===== config.mk =====
export PLATFORM = sky130hd
export DESIGN_NAME = delta_instruction_decoder
export DESIGN_NICKNAME = d
export VERILOG_FILES = /design/src/did_pkg.sv /design/src/did_step.sv /design/src/delta_instruction_decoder.sv
export VERILOG_INCLUDE_DIRS = /design/src /design/src/src
export SDC_FILE = /design/constraint.sdc
export NUM_CORES = 1
export LEC_CHECK = 0
export ABC_AREA = 1
export CORE_ASPECT_RATIO = 0.8
export CORE_MARGIN = 2
export CORE_UTILIZATION = 30
export CTS_CLUSTER_DIAMETER = 200
export CTS_CLUSTER_SIZE = 30
export DETAILED_ROUTE_END_ITERATION = 7
export DONT_BUFFER_PORTS = 1
export SLEW_MARGIN = 20
export SYNTH_ARGS = -nofsm -noshare
export SYNTH_HDL_FRONTEND = slang
export SYNTH_SLANG_ARGS = --single-unit

===== constraint.sdc =====
create_clock -name clk -period 3.7 [get_ports clk]
set_clock_uncertainty 0.15 [all_clocks]
set_input_delay 0.555 -clock clk [delete_from_list [all_inputs] [get_ports clk]]
set_output_delay 0.555 -clock clk [all_outputs]
set_load 0.005 [all_outputs]

===== src/delta_instruction_decoder_assert.svh =====
// assertion macros for the delta instruction decoder
`ifndef DELTA_INSTRUCTION_DECODER_ASSERT_SVH
`define DELTA_INSTRUCTION_DECODER_ASSERT_SVH

`ifndef SYNTHESIS
`define DID_ASSERT_NOW(label, cond, expr) \
    label: assert property (@(posedge clk) disable iff (!rst_n) (cond) |-> (expr)) \
        else $error("delta decoder check failed");
`define DID_ASSERT_NEXT(label, cond, expr) \
    label: assert property (@(posedge clk) disable iff (!rst_n) (cond) |=> (expr)) \
        else $error("delta decoder check failed");
`else
`define DID_ASSERT_NOW(label, cond, expr)
`define DID_ASSERT_NEXT(label, cond, expr)
`endif

`endif


===== src/did_pkg.sv =====
// types and constants shared by the delta instruction decoder files
package did_pkg;

    typedef enum logic [1:0] {
        KIND_COPY    = 2'd0,
        KIND_LITERAL = 2'd1,
        KIND_END     = 2'd2,
        KIND_TRUNC   = 2'd3
    } kind_t;

    typedef enum logic [4:0] {
        PH_HDR1   = 5'b00001,
        PH_HDR2   = 5'b00010,
        PH_OPCODE = 5'b00100,
        PH_COPY   = 5'b01000,
        PH_LIT    = 5'b10000
    } phase_t;

    localparam logic [23:0] COPY_DEFAULT_LEN = 24'h010000;

    typedef struct packed {
        logic [7:0] delta_byte;
        logic       final_byte;
    } did_in_t;

    typedef struct packed {
        kind_t       kind;
        logic [31:0] base_offset;
        logic [23:0] copy_length;
        logic [7:0]  literal_byte;
        logic        stream_done;
    } did_out_t;

    typedef struct packed {
        logic     valid;
        did_out_t item;
    } did_res_t;

endpackage


===== src/did_step.sv =====
// parse state and per-byte decode of the delta stream
module did_step
    import did_pkg::*;
(
    input  logic     clk,
    input  logic     rst_n,
    input  logic     step_en,
    input  did_in_t  item,
    output did_res_t res
);

    phase_t      phase_reg,   phase_next;
    logic [6:0]  pending_reg, pending_next;
    logic [31:0] offset_reg,  offset_next;
    logic [23:0] size_reg,    size_next;
    logic [6:0]  lits_reg,    lits_next;

    logic [7:0]  b;
    logic [6:0]  sel;
    logic [31:0] off_mask;
    logic [23:0] size_mask;
    logic        have;
    logic        boundary;
    did_out_t    copy_item;

    assign b         = item.delta_byte;
    assign sel       = pending_reg & (~pending_reg + 7'd1);
    assign off_mask  = {{8{sel[3]}}, {8{sel[2]}}, {8{sel[1]}}, {8{sel[0]}}};
    assign size_mask = {{8{sel[6]}}, {8{sel[5]}}, {8{sel[4]}}};

    always_comb
    begin
        phase_next   = phase_reg;
        pending_next = pending_reg;
        offset_next  = offset_reg;
        size_next    = size_reg;
        lits_next    = lits_reg;
        have         = 1'b0;
        boundary     = 1'b0;
        res          = '0;
        copy_item    = '0;

        case (phase_reg)
            PH_HDR1:
            begin
                if (!b[7])
                begin
                    phase_next = PH_HDR2;
                end
            end
            PH_HDR2:
            begin
                if (!b[7])
                begin
                    phase_next = PH_OPCODE;
                    boundary   = 1'b1;
                end
            end
            PH_COPY:
            begin
                offset_next  = offset_reg | ({4{b}} & off_mask);
                size_next    = size_reg | ({3{b}} & size_mask);
                pending_next = pending_reg & ~sel;
                if (pending_next == 7'd0)
                begin
                    have       = 1'b1;
                    boundary   = 1'b1;
                    phase_next = PH_OPCODE;
                end
            end
            PH_LIT:
            begin
                if (lits_reg != 7'd0)
                begin
                    have                = 1'b1;
                    res.item.kind       = KIND_LITERAL;
                    res.item.literal_byte = b;
                    lits_next           = lits_reg - 7'd1;
                end
                if (lits_next == 7'd0)
                begin
                    phase_next = PH_OPCODE;
                    boundary   = 1'b1;
                end
            end
            default:
            begin
                if (b[7])
                begin
                    pending_next = b[6:0];
                    offset_next  = '0;
                    size_next    = '0;
                    if (b[6:0] == 7'd0)
                    begin
                        have       = 1'b1;
                        boundary   = 1'b1;
                        phase_next = PH_OPCODE;
                    end
                    else
                    begin
                        phase_next = PH_COPY;
                    end
                end
                else if (b == 8'd0)
                begin
                    phase_next = PH_OPCODE;
                    boundary   = 1'b1;
                end
                else
                begin
                    lits_next  = b[6:0];
                    phase_next = PH_LIT;
                end
            end
        endcase

        // copy command built from the updated accumulators
        copy_item.kind        = KIND_COPY;
        copy_item.base_offset = offset_next;
        copy_item.copy_length = (size_next == 24'd0) ? COPY_DEFAULT_LEN : size_next;
        if (have && (res.item.kind != KIND_LITERAL))
        begin
            res.item = copy_item;
        end

        res.valid = have;
        if (item.final_byte)
        begin
            res.valid = 1'b1;
            if (!boundary)
            begin
                res.item      = '0;
                res.item.kind = KIND_TRUNC;
            end
            else if (!have)
            begin
                res.item      = '0;
                res.item.kind = KIND_END;
            end
            res.item.stream_done = 1'b1;
            phase_next   = PH_HDR1;
            pending_next = '0;
            offset_next  = '0;
            size_next    = '0;
            lits_next    = '0;
        end
    end

    always_ff @(posedge clk or negedge rst_n)
    begin
        if (!rst_n)
        begin
            phase_reg   <= PH_HDR1;
            pending_reg <= '0;
            offset_reg  <= '0;
            size_reg    <= '0;
            lits_reg    <= '0;
        end
        else if (step_en)
        begin
            phase_reg   <= phase_next;
            pending_reg <= pending_next;
            offset_reg  <= offset_next;
            size_reg    <= size_next;
            lits_reg    <= lits_next;
        end
    end

endmodule


===== src/delta_instruction_decoder.sv =====
// top level of the delta instruction decoder
//
// delta channel: one byte of a delta stream per item, final_byte marks the
// last byte of the stream. cmd channel: zero or one result per byte: a copy
// command, a literal byte, an end marker or a truncated-instruction error;
// stream_done is set on the result that closes the stream.
// an accepted byte is held in the input register and is decoded from there
// into the result register once the result register is free or its result
// is taken. one byte per cycle is taken at full rate, while cmd_stall does not
// hold a waiting result; the single decode pass per byte sets that figure.
// reset clears both valid flags and returns the parser to the first size header.
// while cmd_stall holds a waiting result, the input register still takes one
// more byte; after that delta_stall rises until the result is taken.
`include "delta_instruction_decoder_assert.svh"

module delta_instruction_decoder
    import did_pkg::*;
(
    input  logic     clk,
    input  logic     rst_n,
    input  logic     delta_valid,
    output logic     delta_stall,
    input  did_in_t  delta_data,
    output logic     cmd_valid,
    input  logic     cmd_stall,
    output did_out_t cmd_data
);

    logic     s1_valid_reg, s1_valid_next;
    did_in_t  s1_item_reg;
    logic     out_valid_reg, out_valid_next;
    did_out_t out_item_reg;
    logic     s1_adv;
    logic     in_acc;
    did_res_t res;
    logic     out_closes;
    logic     out_is_copy;

    assign s1_adv      = s1_valid_reg && (!out_valid_reg || !cmd_stall);
    assign delta_stall = s1_valid_reg && !s1_adv;
    assign in_acc      = delta_valid && !delta_stall;

    did_step u_step (
        .clk     (clk),
        .rst_n   (rst_n),
        .step_en (s1_adv),
        .item    (s1_item_reg),
        .res     (res)
    );

    always_comb
    begin
        s1_valid_next = s1_valid_reg;
        if (in_acc)
        begin
            s1_valid_next = 1'b1;
        end
        else if (s1_adv)
        begin
            s1_valid_next = 1'b0;
        end

        out_valid_next = out_valid_reg;
        if (s1_adv)
        begin
            out_valid_next = res.valid;
        end
        else if (out_valid_reg && !cmd_stall)
        begin
            out_valid_next = 1'b0;
        end
    end

    always_ff @(posedge clk or negedge rst_n)
    begin
        if (!rst_n)
        begin
            s1_valid_reg  <= 1'b0;
            out_valid_reg <= 1'b0;
        end
        else
        begin
            s1_valid_reg  <= s1_valid_next;
            out_valid_reg <= out_valid_next;
        end
    end

    always_ff @(posedge clk)
    begin
        if (in_acc)
        begin
            s1_item_reg <= delta_data;
        end
        if (s1_adv && res.valid)
        begin
            out_item_reg <= res.item;
        end
    end

    assign cmd_valid = out_valid_reg;
    assign cmd_data  = out_item_reg;

    assign out_closes  = out_valid_reg &&
                         (out_item_reg.kind == KIND_END || out_item_reg.kind == KIND_TRUNC);
    assign out_is_copy = out_valid_reg && (out_item_reg.kind == KIND_COPY);

    // a final byte always yields a result
    `DID_ASSERT_NOW(a_final_gives_result, s1_adv && s1_item_reg.final_byte, res.valid)
    // end marker and error always close a stream
    `DID_ASSERT_NOW(a_end_closes, out_closes, out_item_reg.stream_done)
    // copy length never zero
    `DID_ASSERT_NOW(a_copy_len, out_is_copy, out_item_reg.copy_length != 24'd0)
    // a held byte is not lost
    `DID_ASSERT_NEXT(a_s1_held, s1_valid_reg && !s1_adv, s1_valid_reg && $stable(s1_item_reg))

endmodule

==> metrics.md <==
| Metric | Value |
|---|---|
| Status | finished, final reports clean |
| CTS tree | done |
| Dpl hpwl | between 10 and 15 mm |
| Mean Syn Cell Area | between 8 and 9 um^2 |
| Remaining Overflow, GRT | 0 |
| Routed WL per cell | roughly 17 um |
| Post-Route WL | around 19 mm |
| Fill cells | 2417 |
| Count leader, synth | nand2_1 |
| Largest register FFs | 67 |
| Initial core utilization | 30.7% |
| DIE AREA | approximately 25000 um^2 |
| Clock root cell | clkbuf_16 |
| Post-synth top area share | a little under a third |
| TritonCTS Buffers | 17 |
| Post-CTS Hold Buffers | 2 |
| Setup Buffers After CTS | 0 |
| VDD IR max | 0.339 mV |
| R2R Setup Slk | about 0.7 ns |
| PostCTS Resize Cnt | 0 |
| Sink Count | ~150 |
| Clk_lat worst skew | about 0.42 ns |
| Area after DPL | roughly 7500 um^2 |
| Setup crit end kind | flop |
| Worst R2R End | cmd_data[42] |
| Post-synth cell types | 40 |
| # setup viols final | 0 |
| Final core area utilization | 35.0% |
| Reg-to-reg critical path startpoint | u_step.phase_reg[0] |
| Largest area contributor in the netlist | edfxtp_1 |
| First-pass GRT wire length | about 30 mm |
| Initial antenna violation count | 2 |
| Routed vias | about 5.5k |
| Fin crit period | 3.00 ns |
| IO buf count | 0 |
| Final hold violation count | 0 |
| Io pins | 82 |
| Hold Path Depth | 0 |
| H-tree depth | 4 |
| DRC errors left | 0 |
| Number of synthesized register bits | 153 |
| Critical path required time | between 3 and 4 ns |
| Slew Limit Fails | 0 |
| Cells after synthesis | between 800 and 900 |
| Final Cell Area | 8230 um^2 |
| Worst Hold Class | in -> reg |
| Commonest cells post-synth | 197 x nand2_1, 120 x inv_1, 78 x nor2_1 |
| Layout cells sized above 1 | under 10% |
| Vias in the first global route | 5265 |
| Power density over the cells | 744 nW/um^2 |
| Final GP Congestion | around 0.85 |
| Post-Syn Area | around 7200 um^2 |
| Max FO, Critical Path | 31 |
| Pwr Total | 0.00612 W |
| Largest net degree at the start of global routing | approximately 80 |
| Synth Net Count | slightly above 800 |
| Hold Path End | s1_item_reg[7] |
| Maxcap violations | 0 |
| Rows | 50 |
| Drt first pass iters | 5 |
| Detail Route Antenna Nets | 0 |
| R2R cell count | 9 |
| Fin Setup TNS | 0 ns |
| Slew margin rel. | between 60% and 70% |
| Area delta synth->final | 13.9% |
| Clock tree buffer depth | 2 |
| F_max | 0.333 GHz |
| RSZ-0062 raised after global routing | false |
| EDFF count, synth | 76 |
| Top FF cell, synth | edfxtp_1 |
| GRT Resource Usage Total | between 10% and 20% |
| Initial drt markers | 445 |
| Clock-pin slew on the worst setup and hold paths | 0.07 ns |
| Synth warnings | 0 |
| Register area share after synthesis | 58.2% |
| Slew @ Worst Pin | approximately 0.56 ns |
| Core area | roughly 24000 um^2 |
| Ranking of synthesized cells by area | edfxtp_1 32%, dfrtp_1 26%, nand2_1 10% |
| Die W | roughly 180 um |
| Final-stage net count | 821 |
| FFs w/ async S/R, synth | between 50% and 60% |
| WS Path Type | reg -> reg |
| Hold wc startpoint | delta_data[7] |
| Setup crit start kind | flop |
| Via density | 4.90 |
| Crit path DAT | between 3 and 4 ns |
| Leak Pwr | around 3.6 nW |
| Final period utilization | between 80% and 90% |
| Die extent in y | roughly 140 um |
[cell type report]
type                            count  area, um^2  area share, %
Antenna cell                        1        2.50         0.0304
Clock buffer                       18         429           5.21
Tap cell                          312         390           4.74
Multi-Input combinational cell    496        2380           29.0
Clock inverter                     13         226           2.75
Inverter                          125         469           5.70
Timing Repair Buffer               13         120           1.46
Sequential cell                   153        4210           51.1
[cells in the final DEF, fill, tap and decap left out, drive strengths merged]
| master | count |
|---|---|
| nand2 | 202 |
| inv | 123 |
| nor2 | 84 |
| edfxtp | 76 |
| dfrtp | 76 |
| o21ai | 65 |
| o22ai | 40 |
| nand3 | 26 |
| a21oi | 23 |
| clkbuf | 18 |
| buf | 12 |
| or2 | 11 |
| a22o | 10 |
| nor3 | 7 |
| nand4 | 7 |
| a32oi | 6 |
| bufinv | 6 |
| clkinv | 6 |
| o2111ai | 3 |
| clkinvlp | 3 |
| xor2 | 2 |
| o211ai | 2 |
| ha | 2 |
| diode | 1 |
| and2 | 1 |
| nor4 | 1 |
| a2bb2oi | 1 |
| a211oi | 1 |
| o32ai | 1 |
| nand3b | 1 |
| dlygate4sd3 | 1 |
| dfstp | 1 |
[stage by stage]
stage / cells / setup slack (ns) / hold slack, ns
after floorplan: 804 / 0.469 / 0.109
after global placement: 1097 / 0.813 / 0.117
after detailed placement: 1097 / 0.748 / 0.117
after CTS: 1130 / 0.725 / 0.0563
after global routing: 1131 / 0.481 / 0.0590
final: 1131 / 0.698 / 0.0739
[critical path, cell delays in order, from the launching register on]
cell and delay (ns):
dfstp_2 0.55, nor2_1 0.09, o21ai_4 0.26, nand3_4 0.30, inv_2 0.25, nand2_2 0.10, nand2_2 0.37, inv_2 0.32
or2_2 0.38, inv_1 0.07
[cells by family (layout without fill, tap and decap cells)]
kind of cell / after synthesis / in the layout / synth area share [%]
AOI/OAI and AO/OA: 152 / 152 / 12.6
adders and majority gates: 2 / 2 / 0.346
other: 0 / 1 / 0
and+or+nand+nor: 340 / 340 / 19.8
DFF: 153 / 153 / 58.2
xor gates and xnor gates: 2 / 2 / 0.242
buffers and inverters: 155 / 169 / 8.77
[power by group]
group | internal [W] | switching, W
logic | 0.000476 | 0.00140
registers | 0.00210 | 0.000186
clock network | 0.00126 | 0.000703
[metal layers]
metal  part of all wire (%)  global-route usage (%)  up-vias
met1                     49                    21.7     2664
met4                   0.95                    3.80        0
met5                      0                       0        -
li1                       -                       -     2661
met3                    7.2                    4.53       18
met2                     43                    22.7      197
[how the worst max path moves through the flow]
stage                         from           end  slack, ns  cells after the start
6_report       u_step.phase_reg[0]  cmd_data[42]       0.70                      9
5_1_grt        u_step.phase_reg[0]  cmd_data[42]       0.48                     11
4_1_cts        u_step.phase_reg[0]  cmd_data[42]       0.72                      9
3_5_place_dp   u_step.phase_reg[0]  cmd_data[33]       0.75                      9
3_3_place_gp   u_step.phase_reg[0]  cmd_data[44]       0.81                     11
2_1_floorplan  u_step.phase_reg[1]   cmd_data[0]       0.47                      9
(Power assumes the default switching activity.)
